File: src/rtl/tdq_pkg.sv
// tdq_pkg: shared constants, codes and structs of the timer deadline queue
// depends on nothing; imported by the interfaces, the cell, the top level and the checker
package tdq_pkg;

	localparam int DEPTH     = 16;
	localparam int TIME_BITS = 48;
	localparam int IDX_W     = $clog2(DEPTH);
	localparam int CNT_W     = $clog2(DEPTH + 1);

	// fixed field widths of the channels
	localparam int FTIME_W = 48;
	localparam int IVAL_W  = 24;
	localparam int ID_W    = 8;
	localparam int KIND_W  = 2;

	localparam int SUM_W = ((TIME_BITS > IVAL_W) ? TIME_BITS : IVAL_W) + 1;
	localparam logic [TIME_BITS-1:0] TIME_MAX = {TIME_BITS{1'b1}};

	// input function codes
	localparam logic FUNC_ADD  = 1'b0;
	localparam logic FUNC_TICK = 1'b1;

	// result kinds
	localparam logic [KIND_W-1:0] KIND_ADD_OK   = 2'd0;
	localparam logic [KIND_W-1:0] KIND_ADD_REJ  = 2'd1;
	localparam logic [KIND_W-1:0] KIND_FIRED    = 2'd2;
	localparam logic [KIND_W-1:0] KIND_TICK_END = 2'd3;

	// commands broadcast to the cells
	localparam logic [2:0] OP_NOP       = 3'd0;
	localparam logic [2:0] OP_WRITE     = 3'd1;
	localparam logic [2:0] OP_FIRE      = 3'd2;
	localparam logic [2:0] OP_CLR_FIRED = 3'd3;
	localparam logic [2:0] OP_REARM     = 3'd4;

	typedef struct packed {
		logic [2:0]           op;
		logic [IDX_W-1:0]     idx;
		logic [TIME_BITS-1:0] time_val;
		logic [IVAL_W-1:0]    interval;
		logic [ID_W-1:0]      id;
		logic                 fire_filter;
	} bus_t;

	// search record handed from cell to cell
	typedef struct packed {
		logic                 go;
		logic                 found;
		logic [TIME_BITS-1:0] dl;
		logic [ID_W-1:0]      id;
		logic [IDX_W-1:0]     idx;
		logic                 free_found;
		logic [IDX_W-1:0]     free_idx;
		logic                 dup;
	} link_t;

endpackage

File: src/rtl/tdq_cell.sv
// tdq_cell: one timer slot plus one registered stage of the search chain
// depends on tdq_pkg
module tdq_cell (
	input  logic                      clk,
	input  logic                      arst_n,
	input  logic [tdq_pkg::IDX_W-1:0] slot_idx,
	input  tdq_pkg::bus_t             bus,
	input  tdq_pkg::link_t            link_in,
	output tdq_pkg::link_t            link_out
);
	import tdq_pkg::*;

	logic                 valid_q;
	logic                 fired_q;
	logic [TIME_BITS-1:0] dl_q;
	logic [IVAL_W-1:0]    iv_q;
	logic [ID_W-1:0]      id_q;
	link_t                link_q;
	link_t                link_d;
	logic [SUM_W-1:0]     sum;
	logic [TIME_BITS-1:0] rearm_dl;
	logic                 sel;
	logic                 cand;
	logic                 better;

	assign sel = (bus.idx == slot_idx);

	// saturating re-arm deadline
	assign sum      = SUM_W'(bus.time_val) + SUM_W'(iv_q);
	assign rearm_dl = (sum > SUM_W'(TIME_MAX)) ? TIME_MAX : sum[TIME_BITS-1:0];

	assign cand   = valid_q && (!bus.fire_filter || (!fired_q && (dl_q <= bus.time_val)));
	assign better = !link_in.found || (dl_q < link_in.dl) ||
		((dl_q == link_in.dl) && (id_q < link_in.id));

	always_comb begin
		link_d = link_in;
		if (cand && better) begin
			link_d.found = 1'b1;
			link_d.dl    = dl_q;
			link_d.id    = id_q;
			link_d.idx   = slot_idx;
		end
		if (!valid_q && !link_in.free_found) begin
			link_d.free_found = 1'b1;
			link_d.free_idx   = slot_idx;
		end
		if (valid_q && (dl_q == bus.time_val) && (id_q == bus.id))
			link_d.dup = 1'b1;
	end

	always_ff @(posedge clk or negedge arst_n) begin
		if (!arst_n) begin
			valid_q <= 1'b0;
			fired_q <= 1'b0;
			link_q  <= '0;
		end else begin
			link_q <= link_d;
			unique case (bus.op)
				OP_WRITE: begin
					if (sel)
						valid_q <= 1'b1;
				end
				OP_FIRE: begin
					if (sel)
						fired_q <= 1'b1;
				end
				OP_CLR_FIRED: fired_q <= 1'b0;
				OP_REARM: begin
					if (fired_q && (iv_q == '0))
						valid_q <= 1'b0;
				end
				default: ;
			endcase
		end
	end

	// slot payload, no reset
	always_ff @(posedge clk) begin
		if ((bus.op == OP_WRITE) && sel) begin
			dl_q <= bus.time_val;
			iv_q <= bus.interval;
			id_q <= bus.id;
		end else if ((bus.op == OP_REARM) && fired_q && (iv_q != '0)) begin
			dl_q <= rearm_dl;
		end
	end

	assign link_out = link_q;

endmodule

File: config.mk
export PLATFORM = sky130hd
export DESIGN_NAME = tdq_cell
export DESIGN_NICKNAME = d
export VERILOG_FILES = /design/src/rtl/tdq_pkg.sv /design/src/rtl/tdq_cell.sv
export SDC_FILE = /design/constraint.sdc
export NUM_CORES = 1
export LEC_CHECK = 0
export ABC_AREA = 1
export BUFFER_PORTS_ARGS = -buffer_cell sky130_fd_sc_hd__buf_2
export CELL_PAD_IN_SITES_DETAIL_PLACEMENT = 1
export CELL_PAD_IN_SITES_GLOBAL_PLACEMENT = 1
export CORE_ASPECT_RATIO = 0.9
export CORE_MARGIN = 10
export CORE_UTILIZATION = 39
export DETAILED_ROUTE_END_ITERATION = 16
export PLACE_DENSITY = 0.74
export SYNTH_ARGS = -nofsm -noshare
export SYNTH_HDL_FRONTEND = slang
export SYNTH_SLANG_ARGS = --single-unit
File: constraint.sdc
create_clock -name clk -period 3.3 [get_ports clk]
set_input_delay 0.165 -clock clk [delete_from_list [all_inputs] [get_ports clk]]
set_output_delay 0.165 -clock clk [all_outputs]
set_load 0.02 [all_outputs]
* Word-level counts from Yosys, hierarchy flattened
Index checks and enable logic that the tools add are counted.
** Operators by class
- $add $sub $neg :: 1
- Order comparisons :: 4
- Reductions and logical operators :: 26
- Equal/unequal tests :: 11
- Multiplexer cells :: 10
** Operator list (count)
- $mux 48 :: 3
- $eq 48x48->1 :: 2
- $mux 61 :: 1
- $add 48x24->49 :: 1
- $gt 49x48->1 const B :: 1
- $le 48x48->1 :: 1
- $lt 48x48->1 :: 1
- $logic_not 24->1 :: 1
- $reduce_bool 24->1 :: 1
- $logic_and 1x1->1 :: 11
- $eq 8x8->1 :: 1
- $lt 8x8->1 :: 1
- $eq 3x2->1 const B :: 2
- $ne 2x2->1 const B :: 3
- $reduce_bool 2->1 :: 3
- $logic_not 1->1 :: 5
- $mux 5 :: 1
- $eq 4x4->1 :: 1
- $pmux 1 s2 :: 2
- $eq 3x1->1 const B :: 1
- $eq 3x3->1 const B :: 1
- $logic_or 1x1->1 :: 3
- $mux 1 :: 3
- $reduce_and 3->1 :: 1
- $reduce_and 2->1 :: 1
** Word-level totals
- Logic and storage cells :: 65
- Input port bits :: 162
- Output and inout port bits :: 68
- Register bits after elaboration :: 150

* Logic depth before layout (Yosys ltp)
- Depth in word-level cells :: 6
- Gate-level depth with buffers :: 19
- Gate-level depth less buffers :: 18

* Least setup slack after synthesis
Ideal clock, no wire load.
- Path type :: in2reg
- Start :: in slot_idx[1] (netlist bit)
- End :: reg dl_q[0] (enable)
- Arrival time :: 1.844 ns
- Library setup time :: 0.583 ns
- Buffers on the path :: 2
- Path slack :: 0.874 ns
- Stages :: 7
- Cell sequence :: xnor2_1 nand4_1 inv_1 nand2_1 buf_2 buf_1 nand2_1
** On the way
- Word-level cells in the longest chain between the ends :: 3
** Ends and longest elaborated chain
- start: declaration :: RTL line tdq_cell.sv:6 : input logic [tdq_pkg::IDX_W-1:0] slot_idx,
- $eq 4x4->1 :: RTL line tdq_cell.sv:26 : assign sel = (bus.idx == slot_idx);
- $logic_and 1x1->1 :: RTL line tdq_cell.sv:80 : if ((bus.op == OP_WRITE) && sel) begin
- $reduce_bool 2->1 (no source line)
- end signal: assignment :: RTL line tdq_cell.sv:81 : dl_q <= bus.time_val;
- end signal: assignment :: RTL line tdq_cell.sv:85 : dl_q <= rearm_dl;
- end: declaration :: RTL line tdq_cell.sv:15 : logic [TIME_BITS-1:0] dl_q;
Every way passes these cells.
A chain may end at the register's enable or synchronous reset.

==> results.toml <==
[min_path]
hp-class = "in2reg"
worstHoldPathCells = 3
hp-start = "bus[76]"

[global_route]
overflow = 0
grt_pass1_vias = 11300
grt_pass1_wl_um = 63600
track_usage_pct = 23.2
antenna_found_initial = 2
grt_start_max_net_pins = 71

[cells_and_area]
area_growth_syn_to_layout_pct = 29.3
seq_area_sq_mm = 0.00416
nNetsFinal = 1930
multi_input_area_sq_mm = 0.00572
fillers = 3268
drive_above_1_share_pct = 18.0

[power_and_ir_drop]
leakage_nw = 6.87
switchingPower_mw = 1.97
peakVddDrop_mv = 0.334
sw_frac_of_total_pct = 34.4
p_int_mw = 3.77
pwr-share-seq_pct = 39.5
comb_power_share_pct = 26.3
p_total_mw = 5.74
p_per_area_mw_per_mm2 = 415
clockPowerShare_pct = 34.2

[place]
dp_hpwl_um = 30800
dp_worst_setup_slack_ns = 0.597
routabilityCongestion = 0.941
numPortBuffers = 229

[sta]
max_freq_ghz = 0.358
rsz0062_at_grt = "no"
finalHoldViolCount = 0
fin_crit_ns = 2.79
hold_ws_ns = 0.0379
drv_slew = 0
relSlewSlack_pct = 36.8
finalSetupViolations = 0
timing.final.ws_setup_ns = 0.507
fin_crit_sh_pct = 84.6
worst_slew_pin_slew_ns = 0.948
fin_skew_ns = 0.0137
setup_tns_ns = 0

[setup_path]
cpMostUsedCell = "nand2_1"
reg2reg_slack_ns = 0.51
path_cells = "ha_1, nand2_1, nor2_1, and2_1, nand3_1, inv_1, nand2_1, nand2_1, nand2_1, nand2_2, buf_4, nand4_1, nand2_1"
worstPathArrival_ns = 3.15
cp_max_fo = 45
start_kind = "flip-flop"
worstSetupPathType = "reg2reg"
reg2reg_to = "link_out[6]"
r2r_start = "dl_q[46]"
reg2reg_depth = 13
critPathRequiredTime_ns = 3.65
cpPeakStageDelay_ns = 0.51
cpMaxStageDelayCell = "edfxtp_1"
crit_start = "dl_q[46]"
crit_path_end = "link_out[6]"
critPathCaptureType = "flip-flop"

[route]
wirelength_um = 40300
via_per_inst = 5.30
dr.first_iter.drc_count = 538
vias = 10600
wire_per_inst_um = 20.1
drc = 0
dr.pass1.iters = 5
antenna_left = 0

[synthesis]
synth_async_sr_flop_share_pct = 46.7
ys.flop_type = "edfxtp_1"
ys_ff_latch = 150
yosysUniqueCellTypes = 44
syn_nets = 1607
yosysWarnings = 0
yosysSeqAreaShare_pct = 38.9
syn-cell-area_sq_mm = 0.0107
synthCells = 1317
syn_avg_cell_area_sq_um = 8.12
synth_edf_count = 80

[floorplan]
ios = 230
die_x_um = 195
dieArea_sq_mm = 0.0344
core-area_sq_mm = 0.0270
rows = 57
die_h_um = 177
initial_core_util_pct = 39.5

[clocking]
cts_tree = "yes"
cts_setup_buffers = 0
postCtsHoldBufs = 103
clk_path_buf_depth = 2
clkLatencyLatePin_ns = 0.44
h-tree-depth = 4
cts_root_buffer = "clkbuf_16"
clock_sinks = 150
cts_resized = 0
clk_pin_slew_ns = 0.07
cts_made_buffers = 17

[run]
drv_cap = 0

[status]
status = "completed"
per-layer routing:
layer	wire, um	vias up	share of wire (%)	global-route usage, %
met5	0	-	0	0
met4	709	0	1.8	6.18
met3	2390	41	5.9	4.05
met2	18600	335	46	38.0
met1	18600	5144	46	30.9
li1	-	5123	-	-
critical path: cells and delay by family (launching register included):
| kind | cells | cell delay, ns |
|---|---|---|
| simple gates | 10 | 1.30 |
| buf+inv | 2 | 0.55 |
| flops | 1 | 0.51 |
| fa+ha+maj | 1 | 0.33 |
per-stage QoR:
stage	instances	cell area (sq um)	util (%)
after floorplan	1317	10700	-
after global placement	1872	12200	45.2
after detailed placement	1872	12200	45.2
after CTS	2007	13800	51.1
after global routing	2008	13800	51.1
final	2009	13800	51.1
how the worst min path moves through the flow:
stage	endpoint	slack (ns)
2_1_floorplan	fired_q	-0.13
3_3_place_gp	link_out[67]	0.28
3_5_place_dp	link_out[67]	0.28
4_1_cts	dl_q[43]	0.02
5_1_grt	dl_q[43]	0.04
6_report	dl_q[43]	0.04
flip-flops by register name (all words and copies together), names as in the netlist:
name	cells
id_q	8
dl_q	48
link_out	68
iv_q	24
valid_q	1
fired_q	1
power groups by stage:
stage	clock (mW)	combinational [mW]	sequential, mW
after floorplan	0	0.673	2.44
after global placement	0	1.35	2.30
after detailed placement	0	1.39	2.30
after CTS	1.99	1.49	2.26
after global routing	2.07	1.66	2.29
final	1.96	1.51	2.27
cell type report:
type	instances	share of cell area, %
antenna	2	0.0362
clock buffer	17	3.08
clock inverter	15	1.01
inverter	167	4.54
multi-input combinational	962	41.4
sequential	150	30.1
tap	354	3.20
timing repair buffer	342	16.7
placed cells by master, fill, tap and decap left out, types with 14 or more instances in the layout:
cell type        n
o21ai_0         27
xnor2_1         18
nor3_1          14
nand4_1         79
a22oi_1         21
ha_1           127
nor2_1          90
clkbuf_16       17
nand2_1        352
edfxtp_1        80
nand3_1         71
buf_2          228
xor2_1          15
inv_1          164
dfrtp_1         69
dlygate4sd3_1  103
a21oi_1         71
cell usage after synthesis, types with 2 or more instances:
master | number | area, sq um
nor2_1 | 90 | 338
a21boi_0 | 3 | 22.5
nand3_1 | 71 | 355
a21oi_1 | 71 | 355
nand3_2 | 4 | 40.0
inv_1 | 165 | 619
nor4_2 | 2 | 25.0
and2_1 | 5 | 31.3
or2_2 | 2 | 12.5
inv_2 | 2 | 7.51
nor3_2 | 4 | 40.0
clkbuf_1 | 8 | 30.0
a31oi_1 | 2 | 12.5
nor4_1 | 10 | 62.6
xor2_1 | 15 | 131
nand2_1 | 353 | 1330
o21ai_1 | 5 | 25.0
xnor2_1 | 18 | 158
buf_1 | 4 | 15.0
o21a_1 | 9 | 67.6
a22oi_1 | 21 | 158
nand4_1 | 79 | 494
buf_6 | 2 | 22.5
buf_2 | 23 | 115
edfxtp_1 | 80 | 2400
o211ai_1 | 2 | 15.0
ha_1 | 127 | 1590
nor3_1 | 14 | 70.1
a21o_1 | 6 | 45.0
nand2_2 | 4 | 25.0
o21ai_0 | 27 | 135
o21bai_1 | 5 | 37.5
mux2_2 | 4 | 45.0
dfrtp_1 | 70 | 1750
cell families (layout without fill, tap and decap cells):
family                   after synthesis  count (layout)  share of synthesized area (%)
XOR/XNOR                              33              33                           2.70
other                                  0               2                              0
multiplexers                           4               4                          0.421
adder cells (fa/ha/maj)              128             128                           15.1
AND/OR/NAND/NOR                      641             641                           26.7
buffers and inverters                205             541                           7.64
AO/OA/AOI/OAI                        156             156                           8.59
flip-flops                           150             150                           38.9
(Power assumes the default switching activity.)
